### config.mk
export PLATFORM = sky130hd
export DESIGN_NAME = gimbal_angle_slew_limiter
export DESIGN_NICKNAME = d
export VERILOG_FILES = /design/src/hw/rtl/gasl_pkg.sv /design/src/hw/rtl/gimbal_angle_slew_limiter.sv /design/src/hw/rtl/gasl_cfg.sv /design/src/hw/rtl/gasl_step_stage.sv /design/src/hw/rtl/gasl_slew_stage.sv
export VERILOG_INCLUDE_DIRS = /design/src /design/src/hw/rtl
export SDC_FILE = /design/constraint.sdc
export NUM_CORES = 2
export LEC_CHECK = 0
export ABC_AREA = 0
export BUFFER_PORTS_ARGS = -buffer_cell sky130_fd_sc_hd__buf_2
export CAP_MARGIN = 20
export CORE_MARGIN = 3
export CORE_UTILIZATION = 50
export DETAILED_ROUTE_END_ITERATION = 10
export GPL_TIMING_DRIVEN = 0
export PLACE_DENSITY = 0.75
export SETUP_SLACK_MARGIN = 0.15
export SLEW_MARGIN = 0
export SYNTH_ARGS = -nofsm -noshare
export SYNTH_HDL_FRONTEND = slang
export SYNTH_HIERARCHICAL = 1
export SYNTH_SLANG_ARGS = --single-unit
export TNS_END_PERCENT = 10
### constraint.sdc
create_clock -name aclk -period 10.8 [get_ports aclk]
set_clock_uncertainty 0.1 [all_clocks]
set_input_delay 2.16 -clock aclk [delete_from_list [all_inputs] [get_ports aclk]]
set_output_delay 2.16 -clock aclk [all_outputs]
set_load 0.01 [all_outputs]
### src/hw/rtl/assert_macros.svh
// Assertion helpers shared by the RTL.
`ifndef ASSERT_MACROS_SVH
`define ASSERT_MACROS_SVH

// Property checked on every clock edge outside reset.
`define ASSERT_ALWAYS(label, clk, rstn, prop) \
    label: assert property (@(posedge clk) disable iff (!rstn) (prop)) \
        else $error("assertion failed");

// Implication: cause at one edge requires effect at the same edge.
`define ASSERT_IMPLY(label, clk, rstn, cause, effect) \
    label: assert property (@(posedge clk) disable iff (!rstn) (cause) |-> (effect)) \
        else $error("assertion failed");

`endif

### src/hw/rtl/gasl_pkg.sv
`default_nettype none

package gasl_pkg;

    localparam int ANGLE_BITS     = 16;
    localparam int SPEED_W        = 16;
    localparam int TIME_W         = 21;
    localparam int TIME_FRAC_BITS = 20;
    localparam int PROD_W         = SPEED_W + TIME_W;
    localparam int RAW_W          = PROD_W - TIME_FRAC_BITS;
    localparam int CMP_W          = (RAW_W > ANGLE_BITS) ? RAW_W : ANGLE_BITS;
    localparam int CFG_IDX_W      = 3;
    localparam int CFG_DATA_W     = (SPEED_W > ANGLE_BITS) ? SPEED_W : ANGLE_BITS;

    localparam logic [CMP_W-1:0] HALF_TURN = CMP_W'(64'd1 << (ANGLE_BITS - 1));

    localparam logic [SPEED_W-1:0] SLEW_SPEED_RESET = SPEED_W'(5461);

    localparam logic [CFG_IDX_W-1:0] REG_SLEW_SPEED   = CFG_IDX_W'(0);
    localparam logic [CFG_IDX_W-1:0] REG_YAW_MODE     = CFG_IDX_W'(1);
    localparam logic [CFG_IDX_W-1:0] REG_ROLL_TARGET  = CFG_IDX_W'(2);
    localparam logic [CFG_IDX_W-1:0] REG_PITCH_TARGET = CFG_IDX_W'(3);
    localparam logic [CFG_IDX_W-1:0] REG_YAW_TARGET   = CFG_IDX_W'(4);

    localparam logic YAW_RELATIVE = 1'b0;

    typedef logic [ANGLE_BITS-1:0] angle_t;

    typedef struct packed {
        logic [SPEED_W-1:0] slew_speed;
        logic               yaw_mode;
        angle_t             roll_target;
        angle_t             pitch_target;
        angle_t             yaw_target;
    } cfg_t;

    // step is already clamped to a half turn
    typedef struct packed {
        angle_t step;
        angle_t heading;
    } stp_t;

    // Shortest-arc move of one axis, at most step units.
    function automatic angle_t slew_axis(angle_t cur, angle_t tgt, angle_t step);
        angle_t d;
        angle_t mag;
        angle_t res;
        d = tgt - cur;
        if (d == '0) begin
            res = cur;
        end else if (d[ANGLE_BITS-1]) begin
            // exactly a half turn away also lands here: move negative
            mag = angle_t'(~d + 1'b1);
            if (mag > step) begin
                mag = step;
            end
            res = cur - mag;
        end else begin
            mag = d;
            if (mag > step) begin
                mag = step;
            end
            res = cur + mag;
        end
        return res;
    endfunction

endpackage

`default_nettype wire

### src/hw/rtl/gimbal_angle_slew_limiter.sv
// Gimbal angle slew limiter.
// Input channel (s_valid/s_ready): one tick per transfer, carrying the
// elapsed time (2^-20 s units) and the vehicle heading as a binary angle.
// Result channel (m_valid/m_ready): one transfer per tick with the updated
// roll, pitch and yaw, each moved toward its target along the shortest arc
// by at most slew_speed * elapsed_time, saturated at a half turn.
// Config channel (cfg_valid/cfg_ready, cfg_index, cfg_data): always ready;
// index 0 slew_speed, 1 yaw_mode, 2..4 roll/pitch/yaw targets; other
// indexes are ignored. Write only while no tick is in flight.
// Pipeline: an accepted tick goes through the input register, the step multiply
// register and the axis update, then is presented on the result channel.
// Throughput: one tick per cycle while m_ready is high, set by the single axis
// update stage that feeds the current angles back to itself each cycle.
// Reset (synchronous, aresetn low): angles clear to zero, slew_speed to
// 5461, yaw mode to vehicle-relative, targets to zero, pipeline empties.
// A stalled receiver holds the result; up to two more ticks queue in the
// input and step stages before s_ready drops.
`default_nettype none

module gimbal_angle_slew_limiter (
    input  wire logic                          aclk,
    input  wire logic                          aresetn,
    input  wire logic                          s_valid,
    output logic                               s_ready,
    input  wire logic [gasl_pkg::TIME_W-1:0]    s_elapsed_time,
    input  wire logic [gasl_pkg::ANGLE_BITS-1:0] s_vehicle_heading,
    output logic                               m_valid,
    input  wire logic                          m_ready,
    output logic [gasl_pkg::ANGLE_BITS-1:0]     m_roll_angle,
    output logic [gasl_pkg::ANGLE_BITS-1:0]     m_pitch_angle,
    output logic [gasl_pkg::ANGLE_BITS-1:0]     m_yaw_angle,
    input  wire logic                          cfg_valid,
    output logic                               cfg_ready,
    input  wire logic [gasl_pkg::CFG_IDX_W-1:0]  cfg_index,
    input  wire logic [gasl_pkg::CFG_DATA_W-1:0] cfg_data
);
    import gasl_pkg::*;

`include "assert_macros.svh"

    cfg_t cfg;
    stp_t stp;
    logic stp_valid;
    logic in_valid;
    logic out_free;

    gasl_cfg u_cfg (
        .aclk      (aclk),
        .aresetn   (aresetn),
        .cfg_valid (cfg_valid),
        .cfg_ready (cfg_ready),
        .cfg_index (cfg_index),
        .cfg_data  (cfg_data),
        .cfg       (cfg)
    );

    gasl_step_stage u_step (
        .aclk              (aclk),
        .aresetn           (aresetn),
        .s_valid           (s_valid),
        .s_ready           (s_ready),
        .s_elapsed_time    (s_elapsed_time),
        .s_vehicle_heading (s_vehicle_heading),
        .slew_speed        (cfg.slew_speed),
        .out_free          (out_free),
        .in_valid          (in_valid),
        .stp_valid         (stp_valid),
        .stp               (stp)
    );

    gasl_slew_stage u_slew (
        .aclk          (aclk),
        .aresetn       (aresetn),
        .stp_valid     (stp_valid),
        .stp           (stp),
        .cfg           (cfg),
        .out_free      (out_free),
        .m_ready       (m_ready),
        .m_valid       (m_valid),
        .m_roll_angle  (m_roll_angle),
        .m_pitch_angle (m_pitch_angle),
        .m_yaw_angle   (m_yaw_angle)
    );

    // input backpressure only when every stage is full and the output stalls
    `ASSERT_IMPLY(a_ready_low_full, aclk, aresetn, !s_ready,
        in_valid && stp_valid && m_valid && !m_ready)
    `ASSERT_IMPLY(a_out_from_step, aclk, aresetn, $rose(m_valid), $past(stp_valid))
    `ASSERT_IMPLY(a_step_from_in, aclk, aresetn, $rose(stp_valid), $past(in_valid))
    `ASSERT_ALWAYS(a_angles_hold, aclk, aresetn,
        $past(!stp_valid) |-> $stable(m_yaw_angle) && $stable(m_roll_angle))

endmodule

`default_nettype wire

### src/hw/rtl/gasl_cfg.sv
`default_nettype none

module gasl_cfg (
    input  wire logic                           aclk,
    input  wire logic                           aresetn,
    input  wire logic                           cfg_valid,
    output logic                                cfg_ready,
    input  wire logic [gasl_pkg::CFG_IDX_W-1:0]  cfg_index,
    input  wire logic [gasl_pkg::CFG_DATA_W-1:0] cfg_data,
    output gasl_pkg::cfg_t                      cfg
);
    import gasl_pkg::*;

    cfg_t cfg_reg;
    cfg_t cfg_next;

    assign cfg_ready = 1'b1;
    assign cfg       = cfg_reg;

    always_comb begin
        cfg_next = cfg_reg;
        if (cfg_valid) begin
            case (cfg_index)
                REG_SLEW_SPEED:   cfg_next.slew_speed   = cfg_data[SPEED_W-1:0];
                REG_YAW_MODE:     cfg_next.yaw_mode     = cfg_data[0];
                REG_ROLL_TARGET:  cfg_next.roll_target  = cfg_data[ANGLE_BITS-1:0];
                REG_PITCH_TARGET: cfg_next.pitch_target = cfg_data[ANGLE_BITS-1:0];
                REG_YAW_TARGET:   cfg_next.yaw_target   = cfg_data[ANGLE_BITS-1:0];
                default:          cfg_next = cfg_reg;
            endcase
        end
    end

    always_ff @(posedge aclk) begin
        if (!aresetn) begin
            cfg_reg.slew_speed   <= SLEW_SPEED_RESET;
            cfg_reg.yaw_mode     <= YAW_RELATIVE;
            cfg_reg.roll_target  <= '0;
            cfg_reg.pitch_target <= '0;
            cfg_reg.yaw_target   <= '0;
        end else begin
            cfg_reg <= cfg_next;
        end
    end

endmodule

`default_nettype wire

### src/hw/rtl/gasl_step_stage.sv
`default_nettype none

module gasl_step_stage (
    input  wire logic                          aclk,
    input  wire logic                          aresetn,
    input  wire logic                          s_valid,
    output logic                               s_ready,
    input  wire logic [gasl_pkg::TIME_W-1:0]    s_elapsed_time,
    input  wire logic [gasl_pkg::ANGLE_BITS-1:0] s_vehicle_heading,
    input  wire logic [gasl_pkg::SPEED_W-1:0]   slew_speed,
    input  wire logic                          out_free,
    output logic                               in_valid,
    output logic                               stp_valid,
    output gasl_pkg::stp_t                     stp
);
    import gasl_pkg::*;

    logic              in_valid_reg;
    logic              in_valid_next;
    logic [TIME_W-1:0] elapsed_reg;
    angle_t            heading_reg;
    logic              stp_valid_reg;
    logic              stp_valid_next;
    stp_t              stp_reg;
    logic              stp_free;
    logic              in_adv;
    logic [PROD_W-1:0] prod;
    logic [CMP_W-1:0]  step_raw;
    logic [CMP_W-1:0]  step_clamped;

    assign stp_free  = !stp_valid_reg || out_free;
    assign in_adv    = in_valid_reg && stp_free;
    assign s_ready   = !in_valid_reg || stp_free;
    assign in_valid  = in_valid_reg;
    assign stp_valid = stp_valid_reg;
    assign stp       = stp_reg;

    assign prod         = PROD_W'(slew_speed) * PROD_W'(elapsed_reg);
    assign step_raw     = CMP_W'(prod[PROD_W-1:TIME_FRAC_BITS]);
    assign step_clamped = (step_raw > HALF_TURN) ? HALF_TURN : step_raw;

    always_comb begin
        in_valid_next = in_valid_reg;
        if (s_ready) begin
            in_valid_next = s_valid;
        end
        stp_valid_next = stp_valid_reg;
        if (stp_free) begin
            stp_valid_next = in_valid_reg;
        end
    end

    always_ff @(posedge aclk) begin
        if (!aresetn) begin
            in_valid_reg  <= 1'b0;
            stp_valid_reg <= 1'b0;
        end else begin
            in_valid_reg  <= in_valid_next;
            stp_valid_reg <= stp_valid_next;
        end
    end

    always_ff @(posedge aclk) begin
        if (s_valid && s_ready) begin
            elapsed_reg <= s_elapsed_time;
            heading_reg <= s_vehicle_heading;
        end
        if (in_adv) begin
            stp_reg.step    <= step_clamped[ANGLE_BITS-1:0];
            stp_reg.heading <= heading_reg;
        end
    end

endmodule

`default_nettype wire

### src/hw/rtl/gasl_slew_stage.sv
`default_nettype none

module gasl_slew_stage (
    input  wire logic           aclk,
    input  wire logic           aresetn,
    input  wire logic           stp_valid,
    input  wire gasl_pkg::stp_t stp,
    input  wire gasl_pkg::cfg_t cfg,
    output logic                out_free,
    input  wire logic           m_ready,
    output logic                m_valid,
    output gasl_pkg::angle_t    m_roll_angle,
    output gasl_pkg::angle_t    m_pitch_angle,
    output gasl_pkg::angle_t    m_yaw_angle
);
    import gasl_pkg::*;

    logic   m_valid_reg;
    logic   m_valid_next;
    angle_t roll_reg;
    angle_t pitch_reg;
    angle_t yaw_reg;
    angle_t roll_next;
    angle_t pitch_next;
    angle_t yaw_next;
    angle_t yaw_goal;
    logic   stp_adv;

    assign out_free = !m_valid_reg || m_ready;
    assign stp_adv  = stp_valid && out_free;

    // current angles double as the result register: they change only on a load
    assign m_valid       = m_valid_reg;
    assign m_roll_angle  = roll_reg;
    assign m_pitch_angle = pitch_reg;
    assign m_yaw_angle   = yaw_reg;

    assign yaw_goal = (cfg.yaw_mode == YAW_RELATIVE) ? stp.heading + cfg.yaw_target
                                                     : cfg.yaw_target;

    always_comb begin
        roll_next    = roll_reg;
        pitch_next   = pitch_reg;
        yaw_next     = yaw_reg;
        m_valid_next = m_valid_reg;
        if (out_free) begin
            m_valid_next = stp_valid;
        end
        if (stp_adv) begin
            roll_next  = slew_axis(roll_reg, cfg.roll_target, stp.step);
            pitch_next = slew_axis(pitch_reg, cfg.pitch_target, stp.step);
            yaw_next   = slew_axis(yaw_reg, yaw_goal, stp.step);
        end
    end

    always_ff @(posedge aclk) begin
        if (!aresetn) begin
            m_valid_reg <= 1'b0;
            roll_reg    <= '0;
            pitch_reg   <= '0;
            yaw_reg     <= '0;
        end else begin
            m_valid_reg <= m_valid_next;
            roll_reg    <= roll_next;
            pitch_reg   <= pitch_next;
            yaw_reg     <= yaw_next;
        end
    end

endmodule

`default_nettype wire
==> impl_metrics.tcl <==
set metrics [dict create \
    worst_path_max_delay_cell "or4_1" \
    path_buf_inv 7 \
    synth_top_cell_by_area "fa_1" \
    drc 0 \
    max_freq_mhz 98.5 \
    synth-edff-count 69 \
    multi_input_area_um2 21300 \
    max_stage_delay_ns 0.50 \
    die_h_um 242 \
    max_slew.worst_pin.slew_ns 1.04 \
    finalSetupViolations 0 \
    crit_type "reg -> reg" \
    crit_fanout 10 \
    ys.flop_type "dfxtp_1" \
    dieArea_um2 58300 \
    required_ns 11.12 \
    cts_hold_buf 0 \
    clkLatencyLatePin_ns 0.49 \
    hpwlAfterDp_um 67000 \
    area_growth_pct 7.92 \
    routed_via_density 5.75 \
    min_path_type "reg -> reg" \
    yosysWarnings 6 \
    pin_count 112 \
    ys_types 103 \
    end_kind "register" \
    die_x_um 242 \
    status "finished clean" \
    arrival_ns 10.47 \
    grt_pass1_wl_um 130000 \
    grt.total_usage_pct 28.5 \
    maxSlewViolCount 0 \
    drt_wl_total_um 83500 \
    grt_setup_unrepaired "true" \
    holdWs_ns 0.321 \
    drive_above_1_share_pct 7.01 \
    htreeDepth 4 \
    fin_nets 4068 \
    setup_slack_ns 0.652 \
    start_kind "register" \
    firstDrtPassIters 5 \
    dpl_cell_area_um2 29200 \
    grt_pass1_vias 23310 \
    fillers 5027 \
    root_buffer "clkbuf_16" \
    std_cell_rows 85 \
    finalHoldViolCount 0 \
    coreArea_um2 54300 \
    syn-cell-area_um2 27700 \
    slew_headroom_pct 29.9 \
    ys_top_cells_by_area "fa_1, ha_1, dfxtp_1" \
    post_drt_wl_per_cell_um 20.0 \
    final_cell_mix "nand2_1, inv_1, ha_1, fa_1, a21oi_1" \
    final_area_um2 29900 \
    crit_family "compound AO/OA/AOI/OAI gates" \
    finalCriticalPeriod_ns 10.15 \
    max_cap_violations 0 \
    grt-ovfl-total 0 \
    grt_max_degree 35 \
    largest_register_ffs 65 \
    postRouteAntennaNets 0 \
    cts.clk_slew.worst_paths_ns 0.09 \
    gp_congestion 0.982 \
    clock-sinks 185 \
    start_util_pct 51.0 \
    final_common_cell "nand2_1" \
    synthesis.nets 3936 \
    cts_tree "yes" \
    worst_path_most_repeated_cell "a21oi_1" \
    cts_inserted_buffers 17 \
    final.period_utilization_pct 94.0 \
    seq_area_frac_synth_pct 15.8 \
    num_vias 24028 \
    syn_avg_cell_area_um2 8.42 \
    seq_area_um2 4390 \
    synthArstFlopShare_pct 0 \
    synthCells 3295 \
    grt_antenna_before_repair 4 \
    io_buffers 110 \
    place_ws_ns -1.24 \
    cts_buffer_depth 2 \
    drt_iter0_markers 2252 \
    yosys_register_bits 185 \
    yosys.area.top_type_share_pct 19.5 \
]
==> per-stage QoR <==
stage               utilization, %  std cells  setup TNS [ns]
floorplan                        -       3295               0
global placement              53.7       4144           -5.38
detailed placement            53.8       4146           -5.19
CTS                           55.0       4179               0
global route                  55.1       4179               0
finish                        55.1       4181               0
==> layout make-up <==
cell class	count	area share, %
Clock buffer	17	1.42
Clock inverter	15	0.631
Timing Repair Buffer	113	1.95
Antenna cell	2	0.0167
Inverter	411	5.15
Sequential cell	185	14.7
Buffer	130	2.02
Tap cell	739	3.09
Multi-Input combinational cell	2569	71.0
==> repair_timing <==
action,in CTS,in global routing
buffers inserted,1,0
cloned,0,0
pin swaps,1,1
setup endpoints to repair,10,8
resized for setup,8,19
==> synthesized netlist by cell type (32+ instances only) <==
library cell  count
a21o_1           49
a21oi_1         201
and2_1          159
clkbuf_1        103
dfxtp_1         116
edfxtp_1         69
fa_1            270
ha_1            310
inv_1           408
mux2i_1         112
nand2_1         449
nand3_1          43
nand4_1          32
nor2_1          171
nor2b_1          61
nor3_1           46
o211ai_1         35
o21ai_0         139
xnor2_1         108
xor2_1           74
==> kinds of logic (layout without fill, tap and decap cells) <==
family	count (synthesis)	count (layout)	synth area share (%)
flops	185	185	15.8
simple gates	1093	1093	19.3
fa+ha+maj	580	580	33.5
xor+xnor	182	182	5.75
compound gates	593	593	13.5
buf+inv	541	686	7.68
mux	120	120	4.40
other cells	1	3	0.0135
==> routing by layer <==
metal / global-route usage [%] / share of wire (%) / vias up
met1: 36.6 / 41 / 11428
met2: 46.0 / 46 / 1042
li1: - / - / 11320
met5: 0 / 0.041 / -
met4: 13.2 / 4.8 / 6
met3: 6.17 / 8.1 / 232
==> worst reg2reg max path, delay by kind of cell (launching register included) <==
| kind | cells | cell delay, ns |
|---|---|---|
| AOI/OAI and AO/OA | 23 | 3.69 |
| xor gates and xnor gates | 3 | 0.61 |
| adders and majority gates | 6 | 1.64 |
| buffers and inverters | 7 | 1.30 |
| DFF | 1 | 0.38 |
| muxes | 2 | 0.48 |
| and+or+nand+nor | 9 | 1.87 |
==> path summary, 6_finish.rpt <==
kind / start / endpoint / slack, ns / cells past startpoint
min reg2reg: u_step/heading_reg[12] / u_step/stp[12] / 0.32 / 0
min: u_step/heading_reg[12] / u_step/stp[12] / 0.32 / 0
max: u_cfg/cfg[0] / u_slew/m_yaw_angle[15] / 0.65 / 50
max reg2reg: u_cfg/cfg[0] / u_slew/m_yaw_angle[15] / 0.65 / 50
Power is not shown: default switching activity piles up to over one toggle a cycle in this logic, so the estimate is an artifact.
